===== src/hw/rtl/fist_pkg.sv =====
// Package for the floppy image sector tracker.
// Holds the transaction payload types, command and access codes, default
// geometry and the controller/datapath handshake types. No dependencies.
package fist_pkg;

    // Default geometry, handed to the top level parameters.
    localparam int NUM_DRIVES_DEF        = 4;
    localparam int NUM_TRACKS_DEF        = 154;
    localparam int SECTORS_PER_TRACK_DEF = 8;

    // Width of the drive loaded register.
    localparam int LOADED_W = 4;

    // Command codes.
    localparam logic [2:0] CMD_SEEK      = 3'd0;
    localparam logic [2:0] CMD_GET_ID    = 3'd1;
    localparam logic [2:0] CMD_READ_ID   = 3'd2;
    localparam logic [2:0] CMD_READ      = 3'd3;
    localparam logic [2:0] CMD_READ_DIAG = 3'd4;
    localparam logic [2:0] CMD_WRITE     = 3'd5;
    localparam logic [2:0] CMD_WRITE_ID  = 3'd6;

    // Data access kinds.
    localparam logic [1:0] ACC_NONE  = 2'd0;
    localparam logic [1:0] ACC_READ  = 2'd1;
    localparam logic [1:0] ACC_WRITE = 2'd2;

    // Fixed ID size code (1024 byte sectors) and write-ID list limit.
    localparam logic [7:0] SIZE_CODE = 8'd3;
    localparam logic [3:0] LIST_MAX  = 4'd15;

    // Input transaction payload.
    typedef struct packed {
        logic [2:0] cmd;
        logic [2:0] drive;
        logic [7:0] track;
        logic [7:0] id_cyl;
        logic [7:0] id_head;
        logic [7:0] id_record;
        logic [7:0] id_size;
        logic       id_last;
    } in_t;

    // Result transaction payload.
    typedef struct packed {
        logic        ok;
        logic [6:0]  out_cyl;
        logic        out_head;
        logic [3:0]  out_record;
        logic [1:0]  out_size;
        logic [10:0] sector_index;
        logic [1:0]  data_access;
    } out_t;

    // Controller states.
    typedef enum logic {
        ST_IDLE,
        ST_EXEC
    } state_t;

    // Commands from the controller to the datapath.
    typedef struct packed {
        logic capture;
        logic execute;
    } ctrl_t;

    // Status from the datapath to the controller.
    typedef struct packed {
        logic has_result;
    } status_t;

endpackage


===== src/hw/rtl/fist_ctrl.sv =====
// Controller of the floppy image sector tracker.
// Sequences capture and execution of each command and owns the result
// valid flag. Depends on fist_pkg.
module fist_ctrl (
    input  logic             aclk,
    input  logic             aresetn,
    input  logic             s_valid,
    output logic             s_ready,
    output logic             m_valid,
    input  logic             m_ready,
    input  fist_pkg::status_t status,
    output fist_pkg::ctrl_t  ctrl
);
    import fist_pkg::*;

    state_t state_reg;
    state_t state_next;
    logic   m_valid_reg;
    logic   m_valid_next;

    // State and result valid registers.
    always_ff @(posedge aclk) begin
        if (!aresetn) begin
            state_reg   <= ST_IDLE;
            m_valid_reg <= 1'b0;
        end else begin
            state_reg   <= state_next;
            m_valid_reg <= m_valid_next;
        end
    end

    // Next state and command outputs.
    always_comb begin
        state_next   = state_reg;
        s_ready      = 1'b0;
        ctrl.capture = 1'b0;
        ctrl.execute = 1'b0;
        m_valid_next = m_valid_reg && !m_ready;
        case (state_reg)
            ST_IDLE: begin
                s_ready = 1'b1;
                if (s_valid) begin
                    ctrl.capture = 1'b1;
                    state_next   = ST_EXEC;
                end
            end
            ST_EXEC: begin
                // Execute once the result register is free or being drained.
                if (!m_valid_reg || m_ready) begin
                    ctrl.execute = 1'b1;
                    m_valid_next = status.has_result;
                    state_next   = ST_IDLE;
                end
            end
            default: begin
                state_next = ST_IDLE;
            end
        endcase
    end

    assign m_valid = m_valid_reg;

endmodule


===== src/hw/rtl/fist_dp.sv =====
// Datapath of the floppy image sector tracker.
// Holds the loaded mask, the captured command, per-drive track and sector
// state, the write-ID list state and the result register. Depends on fist_pkg.
module fist_dp #(
    parameter int NUM_DRIVES        = fist_pkg::NUM_DRIVES_DEF,
    parameter int NUM_TRACKS        = fist_pkg::NUM_TRACKS_DEF,
    parameter int SECTORS_PER_TRACK = fist_pkg::SECTORS_PER_TRACK_DEF
) (
    input  logic                           aclk,
    input  logic                           aresetn,
    input  logic                           cfg_wr_en,
    input  logic [fist_pkg::LOADED_W-1:0]  cfg_wr_data,
    input  fist_pkg::in_t                  s_data,
    output fist_pkg::out_t                 m_data,
    input  fist_pkg::ctrl_t                ctrl,
    output fist_pkg::status_t              status
);
    import fist_pkg::*;

    localparam int DRV_W = (NUM_DRIVES > 1) ? $clog2(NUM_DRIVES) : 1;
    localparam int SEC_W = (SECTORS_PER_TRACK > 1) ? $clog2(SECTORS_PER_TRACK) : 1;

    logic [LOADED_W-1:0] loaded_reg;
    in_t                 cmd_reg;
    out_t                out_reg;
    out_t                res;
    logic [7:0]          track_pos_reg   [NUM_DRIVES];
    logic [SEC_W-1:0]    next_sector_reg [NUM_DRIVES];
    logic [3:0]          list_count_reg;
    logic [3:0]          list_count_next;
    logic                list_fail_reg;
    logic                list_fail_next;

    logic [DRV_W-1:0]    drv_idx;
    logic [7:0]          tp;
    logic [SEC_W-1:0]    cur;
    logic                drive_ok;
    logic                trk_ok;
    logic                tp_ok;
    logic [9:0]          chs_sum;
    logic                rec_ok;
    logic                size_ok;
    logic                entry_ok;
    logic                rw_ok;
    logic                list_good;
    logic [4:0]          cur_plus1;
    logic [SEC_W-1:0]    cur_adv;
    logic [SEC_W-1:0]    seek_sector;
    logic [SEC_W-1:0]    rw_sector;
    logic [11:0]         diag_index;
    logic [11:0]         rw_index;
    logic                tp_we;
    logic [7:0]          tp_wdata;
    logic                ns_we;
    logic [SEC_W-1:0]    ns_wdata;
    logic                has_result;

    // Drive loaded mask, written by the configuration port.
    always_ff @(posedge aclk) begin
        if (!aresetn) begin
            loaded_reg <= '0;
        end else if (cfg_wr_en) begin
            loaded_reg <= cfg_wr_data;
        end
    end

    // Captured command.
    always_ff @(posedge aclk) begin
        if (ctrl.capture) begin
            cmd_reg <= s_data;
        end
    end

    // Lookups and checks on the captured command.
    assign drv_idx   = cmd_reg.drive[DRV_W-1:0];
    assign tp        = track_pos_reg[drv_idx];
    assign cur       = next_sector_reg[drv_idx];
    assign drive_ok  = (4'(cmd_reg.drive) < 4'(NUM_DRIVES)) && !cmd_reg.drive[2]
                       && loaded_reg[cmd_reg.drive[1:0]];
    assign trk_ok    = 9'(cmd_reg.track) < 9'(NUM_TRACKS);
    assign tp_ok     = 9'(tp) < 9'(NUM_TRACKS);
    assign chs_sum   = {1'b0, cmd_reg.id_cyl, 1'b0} + 10'(cmd_reg.id_head);
    assign rec_ok    = (cmd_reg.id_record != 8'd0)
                       && (cmd_reg.id_record <= 8'(SECTORS_PER_TRACK));
    assign size_ok   = cmd_reg.id_size == SIZE_CODE;
    assign entry_ok  = (chs_sum == 10'(cmd_reg.track)) && rec_ok && size_ok;
    assign rw_ok     = (chs_sum == 10'(tp)) && (cmd_reg.id_head <= 8'd1) && rec_ok && size_ok;
    assign list_good = !list_fail_reg && entry_ok
                       && ((5'(list_count_reg) + 5'd1) == 5'(SECTORS_PER_TRACK))
                       && drive_ok && trk_ok;

    // Sector arithmetic.
    assign cur_plus1   = 5'(cur) + 5'd1;
    assign cur_adv     = (cur_plus1 >= 5'(SECTORS_PER_TRACK)) ? '0 : SEC_W'(cur_plus1);
    assign seek_sector = (tp != cmd_reg.track) ? '0 : cur;
    assign rw_sector   = (cmd_reg.id_record >= 8'(SECTORS_PER_TRACK))
                         ? '0 : SEC_W'(cmd_reg.id_record);
    assign diag_index  = 12'(tp) * 12'(SECTORS_PER_TRACK) + 12'(cur);
    assign rw_index    = 12'(tp) * 12'(SECTORS_PER_TRACK) + 12'(cmd_reg.id_record) - 12'd1;

    // Command decode: result and state updates.
    always_comb begin
        res             = '0;
        has_result      = 1'b1;
        tp_we           = 1'b0;
        tp_wdata        = cmd_reg.track;
        ns_we           = 1'b0;
        ns_wdata        = cur_adv;
        list_count_next = list_count_reg;
        list_fail_next  = list_fail_reg;
        case (cmd_reg.cmd)
            CMD_WRITE_ID: begin
                if (!entry_ok) begin
                    list_fail_next = 1'b1;
                end
                if (!cmd_reg.id_last) begin
                    has_result = 1'b0;
                    if (list_count_reg == LIST_MAX) begin
                        list_fail_next = 1'b1;
                    end else begin
                        list_count_next = list_count_reg + 4'd1;
                    end
                end else begin
                    list_count_next = '0;
                    list_fail_next  = 1'b0;
                    tp_we           = list_good;
                    res.ok          = list_good;
                end
            end
            CMD_SEEK: begin
                if (drive_ok && trk_ok) begin
                    tp_we          = 1'b1;
                    ns_we          = 1'b1;
                    ns_wdata       = seek_sector;
                    res.ok         = 1'b1;
                    res.out_cyl    = cmd_reg.track[7:1];
                    res.out_head   = cmd_reg.track[0];
                    res.out_record = 4'(5'(seek_sector) + 5'd1);
                    res.out_size   = SIZE_CODE[1:0];
                end
            end
            CMD_GET_ID, CMD_READ_ID, CMD_READ_DIAG: begin
                if (drive_ok && tp_ok) begin
                    ns_we          = cmd_reg.cmd != CMD_GET_ID;
                    res.ok         = 1'b1;
                    res.out_cyl    = tp[7:1];
                    res.out_head   = tp[0];
                    res.out_record = 4'(cur_plus1);
                    res.out_size   = SIZE_CODE[1:0];
                    if (cmd_reg.cmd == CMD_READ_DIAG) begin
                        res.sector_index = diag_index[10:0];
                        res.data_access  = ACC_READ;
                    end
                end
            end
            CMD_READ, CMD_WRITE: begin
                if (drive_ok && tp_ok && rw_ok) begin
                    ns_we            = 1'b1;
                    ns_wdata         = rw_sector;
                    res.ok           = 1'b1;
                    res.out_cyl      = tp[7:1];
                    res.out_head     = tp[0];
                    res.out_record   = cmd_reg.id_record[3:0];
                    res.out_size     = SIZE_CODE[1:0];
                    res.sector_index = rw_index[10:0];
                    res.data_access  = (cmd_reg.cmd == CMD_READ) ? ACC_READ : ACC_WRITE;
                end
            end
            default: begin
                res = '0;
            end
        endcase
    end

    // Per-drive state and write-ID list state.
    always_ff @(posedge aclk) begin
        if (!aresetn) begin
            for (int i = 0; i < NUM_DRIVES; i++) begin
                track_pos_reg[i]   <= '0;
                next_sector_reg[i] <= '0;
            end
            list_count_reg <= '0;
            list_fail_reg  <= 1'b0;
        end else if (ctrl.execute) begin
            if (tp_we) begin
                track_pos_reg[drv_idx] <= tp_wdata;
            end
            if (ns_we) begin
                next_sector_reg[drv_idx] <= ns_wdata;
            end
            list_count_reg <= list_count_next;
            list_fail_reg  <= list_fail_next;
        end
    end

    // Result register.
    always_ff @(posedge aclk) begin
        if (ctrl.execute && has_result) begin
            out_reg <= res;
        end
    end

    assign m_data            = out_reg;
    assign status.has_result = has_result;

endmodule


===== src/hw/rtl/floppy_image_sector_tracker_top.sv =====
// ST_IDLE captures each command; ST_EXEC checks it against the per-drive track
// and sector registers, updates them and loads the result register. A new
// command is taken while a finished result still waits on the output. A
// write-ID entry that is not the last one of its list gives no result
// transaction; every other command gives exactly one. The drive loaded mask
// may only be written while no command is in flight.
//
// Top level of the floppy image sector tracker.
// Joins the controller and the datapath. Depends on fist_pkg, fist_ctrl, fist_dp.
module floppy_image_sector_tracker_top #(
    parameter int NUM_DRIVES        = fist_pkg::NUM_DRIVES_DEF,
    parameter int NUM_TRACKS        = fist_pkg::NUM_TRACKS_DEF,
    parameter int SECTORS_PER_TRACK = fist_pkg::SECTORS_PER_TRACK_DEF
) (
    input  logic                          aclk,
    input  logic                          aresetn,
    input  logic                          cfg_wr_en,
    input  logic [fist_pkg::LOADED_W-1:0] cfg_wr_data,
    input  logic                          s_valid,
    output logic                          s_ready,
    input  fist_pkg::in_t                 s_data,
    output logic                          m_valid,
    input  logic                          m_ready,
    output fist_pkg::out_t                m_data
);
    import fist_pkg::*;

    ctrl_t   ctrl;
    status_t status;

    // Command sequencing.
    fist_ctrl u_ctrl (
        .aclk    (aclk),
        .aresetn (aresetn),
        .s_valid (s_valid),
        .s_ready (s_ready),
        .m_valid (m_valid),
        .m_ready (m_ready),
        .status  (status),
        .ctrl    (ctrl)
    );

    // Tracking state and result formation.
    fist_dp #(
        .NUM_DRIVES        (NUM_DRIVES),
        .NUM_TRACKS        (NUM_TRACKS),
        .SECTORS_PER_TRACK (SECTORS_PER_TRACK)
    ) u_dp (
        .aclk        (aclk),
        .aresetn     (aresetn),
        .cfg_wr_en   (cfg_wr_en),
        .cfg_wr_data (cfg_wr_data),
        .s_data      (s_data),
        .m_data      (m_data),
        .ctrl        (ctrl),
        .status      (status)
    );

endmodule

===== config.mk =====
export PLATFORM = sky130hd
export DESIGN_NAME = floppy_image_sector_tracker_top
export DESIGN_NICKNAME = d
export VERILOG_FILES = /design/src/hw/rtl/fist_pkg.sv /design/src/hw/rtl/fist_ctrl.sv /design/src/hw/rtl/fist_dp.sv /design/src/hw/rtl/floppy_image_sector_tracker_top.sv
export SDC_FILE = /design/constraint.sdc
export NUM_CORES = 1
export LEC_CHECK = 0
export BUFFER_PORTS_ARGS = -buffer_cell sky130_fd_sc_hd__buf_2
export CAP_MARGIN = 20
export CORE_AREA = 2 2 138 99
export CTS_BUF_LIST = sky130_fd_sc_hd__clkbuf_16
export DETAILED_ROUTE_END_ITERATION = 8
export DIE_AREA = 0 0 140 101
export PLACE_DENSITY = 0.86
export SLEW_MARGIN = 20
export SYNTH_ARGS = -nofsm -noshare
export SYNTH_HDL_FRONTEND = slang
export SYNTH_SLANG_ARGS = --single-unit

===== constraint.sdc =====
create_clock -name aclk -period 4.85 [get_ports aclk]
set_clock_uncertainty 0.05 [all_clocks]
set_input_delay 0.485 -clock aclk [delete_from_list [all_inputs] [get_ports aclk]]
set_output_delay 0.485 -clock aclk [all_outputs]
set_load 0.005 [all_outputs]

Word-level counts from Yosys, hierarchy flattened
Memories as Yosys holds them, arrays and structs flattened. A register that Yosys moved wholly into a read port is not among the register bits.
Cells that the tools add are included.
W data, S select, Z words.
{ "op_classes": {"div_mod_pow": 0, "n_shift": 0, "n_lt_le_gt_ge": 8, "mux": 55, "bitwise": 1, "eq_ne": 15, "n_reduce_logical": 30, "mul": 0, "add_sub_neg": 8} }
{ "ops": {"columns": ["operator", "n"], "rows": [
  ["$mux W28", 2],
  ["$pmux W14 S3", 1],
  ["$mux W1", 29],
  ["$pmux W13 S2", 1],
  ["$eq A10 B8 Y1", 2],
  ["$mux W3", 6],
  ["$logic_and A1 B1 Y1", 17],
  ["$lt A8 B8 Y1 const B", 2],
  ["$mux W15", 1],
  ["$mux W13", 1],
  ["$add A11 B3 Y11", 1],
  ["$add A11 B8 Y11", 1],
  ["$sub A11 B1 Y11 const B", 1],
  ["$add A9 B8 Y10", 1],
  ["$mux W2", 5],
  ["$eq A3 B3 Y1 const B", 3],
  ["$add A3 B1 Y4 const B", 2],
  ["$eq A8 B2 Y1 const B", 1],
  ["$ge A8 B4 Y1 const B", 1],
  ["$le A8 B1 Y1 const B", 1],
  ["$le A8 B4 Y1 const B", 1],
  ["$mux W4", 2],
  ["$mux W8", 1],
  ["$ne A8 B8 Y1", 1],
  ["other kinds (26)", 33]
]} }
{ "totals": {"latch_bits": 0, "mem_bits_ro": 0, "output_inout_bits": 30, "input_bits": 56, "memories": 2, "ramBits": 44, "elab_cells": 139, "reg_bits": 86} }
{ "memory_table": {"columns": ["name", "depth", "width", "read_ports", "rd_ports_with_merged_regs", "write_ports", "line_no", "rtl"], "rows": [
  ["u_dp.track_pos_reg", 4, 8, 1, 1, 4, "fist_dp.sv:27", "logic [7:0] track_pos_reg [NUM_DRIVES];"],
  ["u_dp.next_sector_reg", 4, 3, 1, 1, 4, "fist_dp.sv:28", "logic [SEC_W-1:0] next_sector_reg [NUM_DRIVES];"]
]} }

Logic depth before layout (Yosys ltp)
{ "logic_depth": {"ltp_word": 16, "depth_mapped": 13, "depth_no_buf": 12} }

Modules after synthesis
A second synthesis with hierarchy kept.
{ "unflattened": {"cells_unflattened": 565, "hier_area_um2": 6792.8} }
{ "by_module_without_submodules": {"columns": ["mod", "area_each_um2", "cells_per_inst", "seq_area_each_um2", "n_inst"], "rows": [
  ["fist_dp", 6695.2, 555, 3763.6, 1],
  ["fist_ctrl", 97.6, 10, 40.0, 1]
]} }

Worst setup path after synthesis
No wires, ideal clock.
{ "synth_path": {"kind": "reg2reg", "start": "register u_dp.cmd_reg[22] (netlist name)", "end": "memory u_dp.track_pos_reg[0][0] (enable)", "t_required_ns": 4.416, "synth_period_minus_slack_ns": 3.521, "path_slack_ns": 1.329, "path_stages_with_launch": 11, "t_arrival_ns": 3.087, "n_path_buf": 2, "setup_time_ns": 0.384, "cell_sequence": "edfxtp_1 > ha_1 > buf_2 > or4b_2 > o2111ai_1 > a211oi_1 > xnor2_1 > nor4_1 > a22oi_1 > clkbuf_1 > o21ai_0"} }
{ "synth_rtl": {"columns": ["item", "line_no", "rtl"], "rows": [
  ["from (decl)", "fist_dp.sv:24", "in_t cmd_reg;"],
  ["from (signal assigned)", "fist_dp.sv:70", "cmd_reg <= s_data;"],
  ["to (decl)", "fist_dp.sv:27", null]
]} }

==> impl_metrics.ini <==
[layout]
fin_cells = 837
layout-drive-gt1-share_pct = 23.1
fin_nets = 744
largest_reg_flops = 39
final_cell_area_um2 = 8090
area_delta_synth_final_pct = 16.7
diodes = 0

[clock_network]
clkSinkCount = 131
cts_setup_buffers = 0
cts_buffers = 17
cts-root-buf = clkbuf_16
cts_hold_buf = 0
clk_latency_ns = 0.43
htreeDepth = 4
ctsResizeCount = 0
clkSlewWorstSetupHoldPaths_ns = 0.07
clockBufferDepth = 2
cts_tree = built

[min_path]
hold_start = s_data[34]
hold_class = input pin to flop

[global_route]
antenna_found_initial = 0
overflow = 0
grt_pass1_vias = 5103
grt_first_pass_wirelength_um = 27300
grt_usage_pct = 25.8
grt_start_max_net_pins = 38

[placed_design]
dp_cells = 805
place_area_um2 = 7500
dp_hpwl_um = 12700
port_buffers = 85
place.gp.congestion = 0.980

[drt]
vias = 5234
drt_wl_total_um = 17200
wire_per_inst_um = 20.5
first_pass_iters = 7
drtIter0Drc = 681
drt-vias-per-instance = 6.25
ant_nets = 0
drcViolationCount = 6

[timing]
fin_tns_setup_ns = 0
hold_viol = 0
layout_min_cycle_time_ns = 3.98
finalSetupViolCount = 0
hold_ws_ns = 0.173
max_freq_mhz = 251
timing.final.crit_share_pct = 82.1
worst_pin_slew_ns = 1.06
relSlewSlack_pct = 28.4
rsz0062_at_grt = no
slew_violations = 0

[critical_path]
start_kind = flop
endpoint_kind = flop
crit_path_cell_trace = ha_1 > inv_1 > fa_1 > nand2b_1 > a21o_1 > a211oi_1 > xnor2_1 > nor4_1 > a22oi_1 > buf_4 > o21ai_0
worstSetupPathType = flop to flop
arrival_ns = 3.98
r2r-start = u_dp.cmd_reg[18]$_DFFE_PP_
startpoint = u_dp.cmd_reg[18]$_DFFE_PP_
crit_fanout = 20
cp_data_required_time_ns = 4.85
critPathBufInv = 2
cp_slowest_cell = o21ai_0
max_stage_delay_ns = 0.85
critical_path.top_delay_family = compound AO/OA/AOI/OAI gates

[yosys]
ys_types = 76
synth_edf_count = 118
synth_area_um2 = 6930
synth_area_leaders = edfxtp_1 (51%), ha_1 (5.1%), dfxtp_1 (3.8%)
syn-num-nets = 657
synth-seq-area-share_pct = 54.9
ys.flop_type = edfxtp_1
synth_top_area_cell = edfxtp_1
yosysTopAreaCellShare_pct = 51.1
async_flop_share_pct = 0
yosysMostFrequentCell = edfxtp_1
ys_warn_count = 0
synth_commonest_cells = edfxtp_1 (118), nor2_1 (41), inv_1 (39)
syn_avg_cell_area_um2 = 12.1
ys_seq_elements = 131
synth_cells = 571

[floorplanning]
die_y_um = 101
core_area_um2 = 12900
rows = 35
io_pins = 86
start_util_pct = 53.7
dieArea_um2 = 14100
die_w_um = 140

[power_and_ir_drop]
p_leak_nw = 3.02
powerDensity_nw_per_um2 = 372
power_mw = 3.01
max-vdd-ir-drop_uv = 215

[outcome]
status = finished with violations
failed_checks = design-rule violations

[flow_run]
maxCapViolations = 0
[cell type report]
| class | count | area [um2] |
|---|---|---|
| sequential | 131 | 3800 |
| multi-input combinational | 379 | 2880 |
| timing repair buffer | 90 | 463 |
| fill | 956 | 4830 |
| clock buffer | 17 | 425 |
| tap | 166 | 208 |
| clock inverter | 15 | 160 |
| inverter | 39 | 146 |
[report_power, final]
part	total (mW)	internal [mW]	switching, mW
Clock	1.25	0.686	0.567
Sequential	1.34	1.29	0.0475
Combinational	0.417	0.171	0.246
Total	3.01	2.15	0.861
[worst paths after layout]
kind | slack, ns | endpoint | depth (start not counted)
hold / removal | 0.17 | u_dp.tp_wdata[1]$_DFFE_PP_ | 1
setup reg to reg | 0.87 | u_dp.track_pos_reg[0][4]$_SDFFCE_PN0P_ | 11
hold reg to reg | 0.45 | u_dp.loaded_reg[0]$_SDFFE_PN0P_ | 2
setup / recovery | 0.87 | u_dp.track_pos_reg[0][4]$_SDFFCE_PN0P_ | 11
[stage by stage]
step,worst slack [ns],util [%]
finish,0.868,62.6
global route,0.614,62.6
CTS,0.814,62.6
detailed placement,0.858,58.1
global placement,1.01,58.1
floorplan,1.33,-
[layer usage]
| metal | up-vias | global-route usage (%) | wire length, um |
|---|---|---|---|
| met5 | - | 0 | 0 |
| met4 | 0 | 10.2 | 429 |
| met3 | 52 | 7.46 | 2150 |
| met2 | 343 | 38.0 | 7370 |
| met1 | 2496 | 36.5 | 7230 |
| li1 | 2343 | - | - |
[worst reg2reg max path: stages, from the launching register on]
cell and delay, ns:
edfxtp_1 0.36, ha_1 0.20, inv_1 0.06, fa_1 0.39
nand2b_1 0.18, a21o_1 0.22, a211oi_1 0.42, xnor2_1 0.13
nor4_1 0.38, a22oi_1 0.13, buf_4 0.23, o21ai_0 0.86
[cell families (layout without fill, tap and decap cells)]
group	after synthesis	after routing	share of synthesized area (%)
AO/OA/AOI/OAI	116	116	12.1
flip-flops	131	131	54.9
AND/OR/NAND/NOR	179	179	13.9
adder cells (fa/ha/maj)	30	30	5.63
XOR/XNOR	35	35	4.62
multiplexers	19	19	5.13
buffers and inverters	61	161	3.77
[cells in the final DEF, fill, tap and decap left out, types with 6 or more instances in the layout]
cell type / Yosys / layout
nand2_1: 35 / 35
mux4_2: 10 / 10
nand2b_1: 8 / 8
clkbuf_16: 0 / 17
a211oi_1: 13 / 13
dfxtp_1: 13 / 13
xnor2_1: 21 / 21
nor3_1: 30 / 30
and3_1: 7 / 7
inv_1: 39 / 39
buf_2: 5 / 85
a22o_1: 7 / 7
xor2_1: 13 / 13
nand3_1: 11 / 11
a21o_1: 7 / 7
o21ai_1: 8 / 10
o21ai_0: 22 / 20
o31ai_1: 6 / 6
edfxtp_1: 118 / 118
nand4_1: 6 / 6
ha_1: 28 / 28
nor2_1: 41 / 40
a21oi_1: 15 / 15
(Power assumes the default switching activity.)
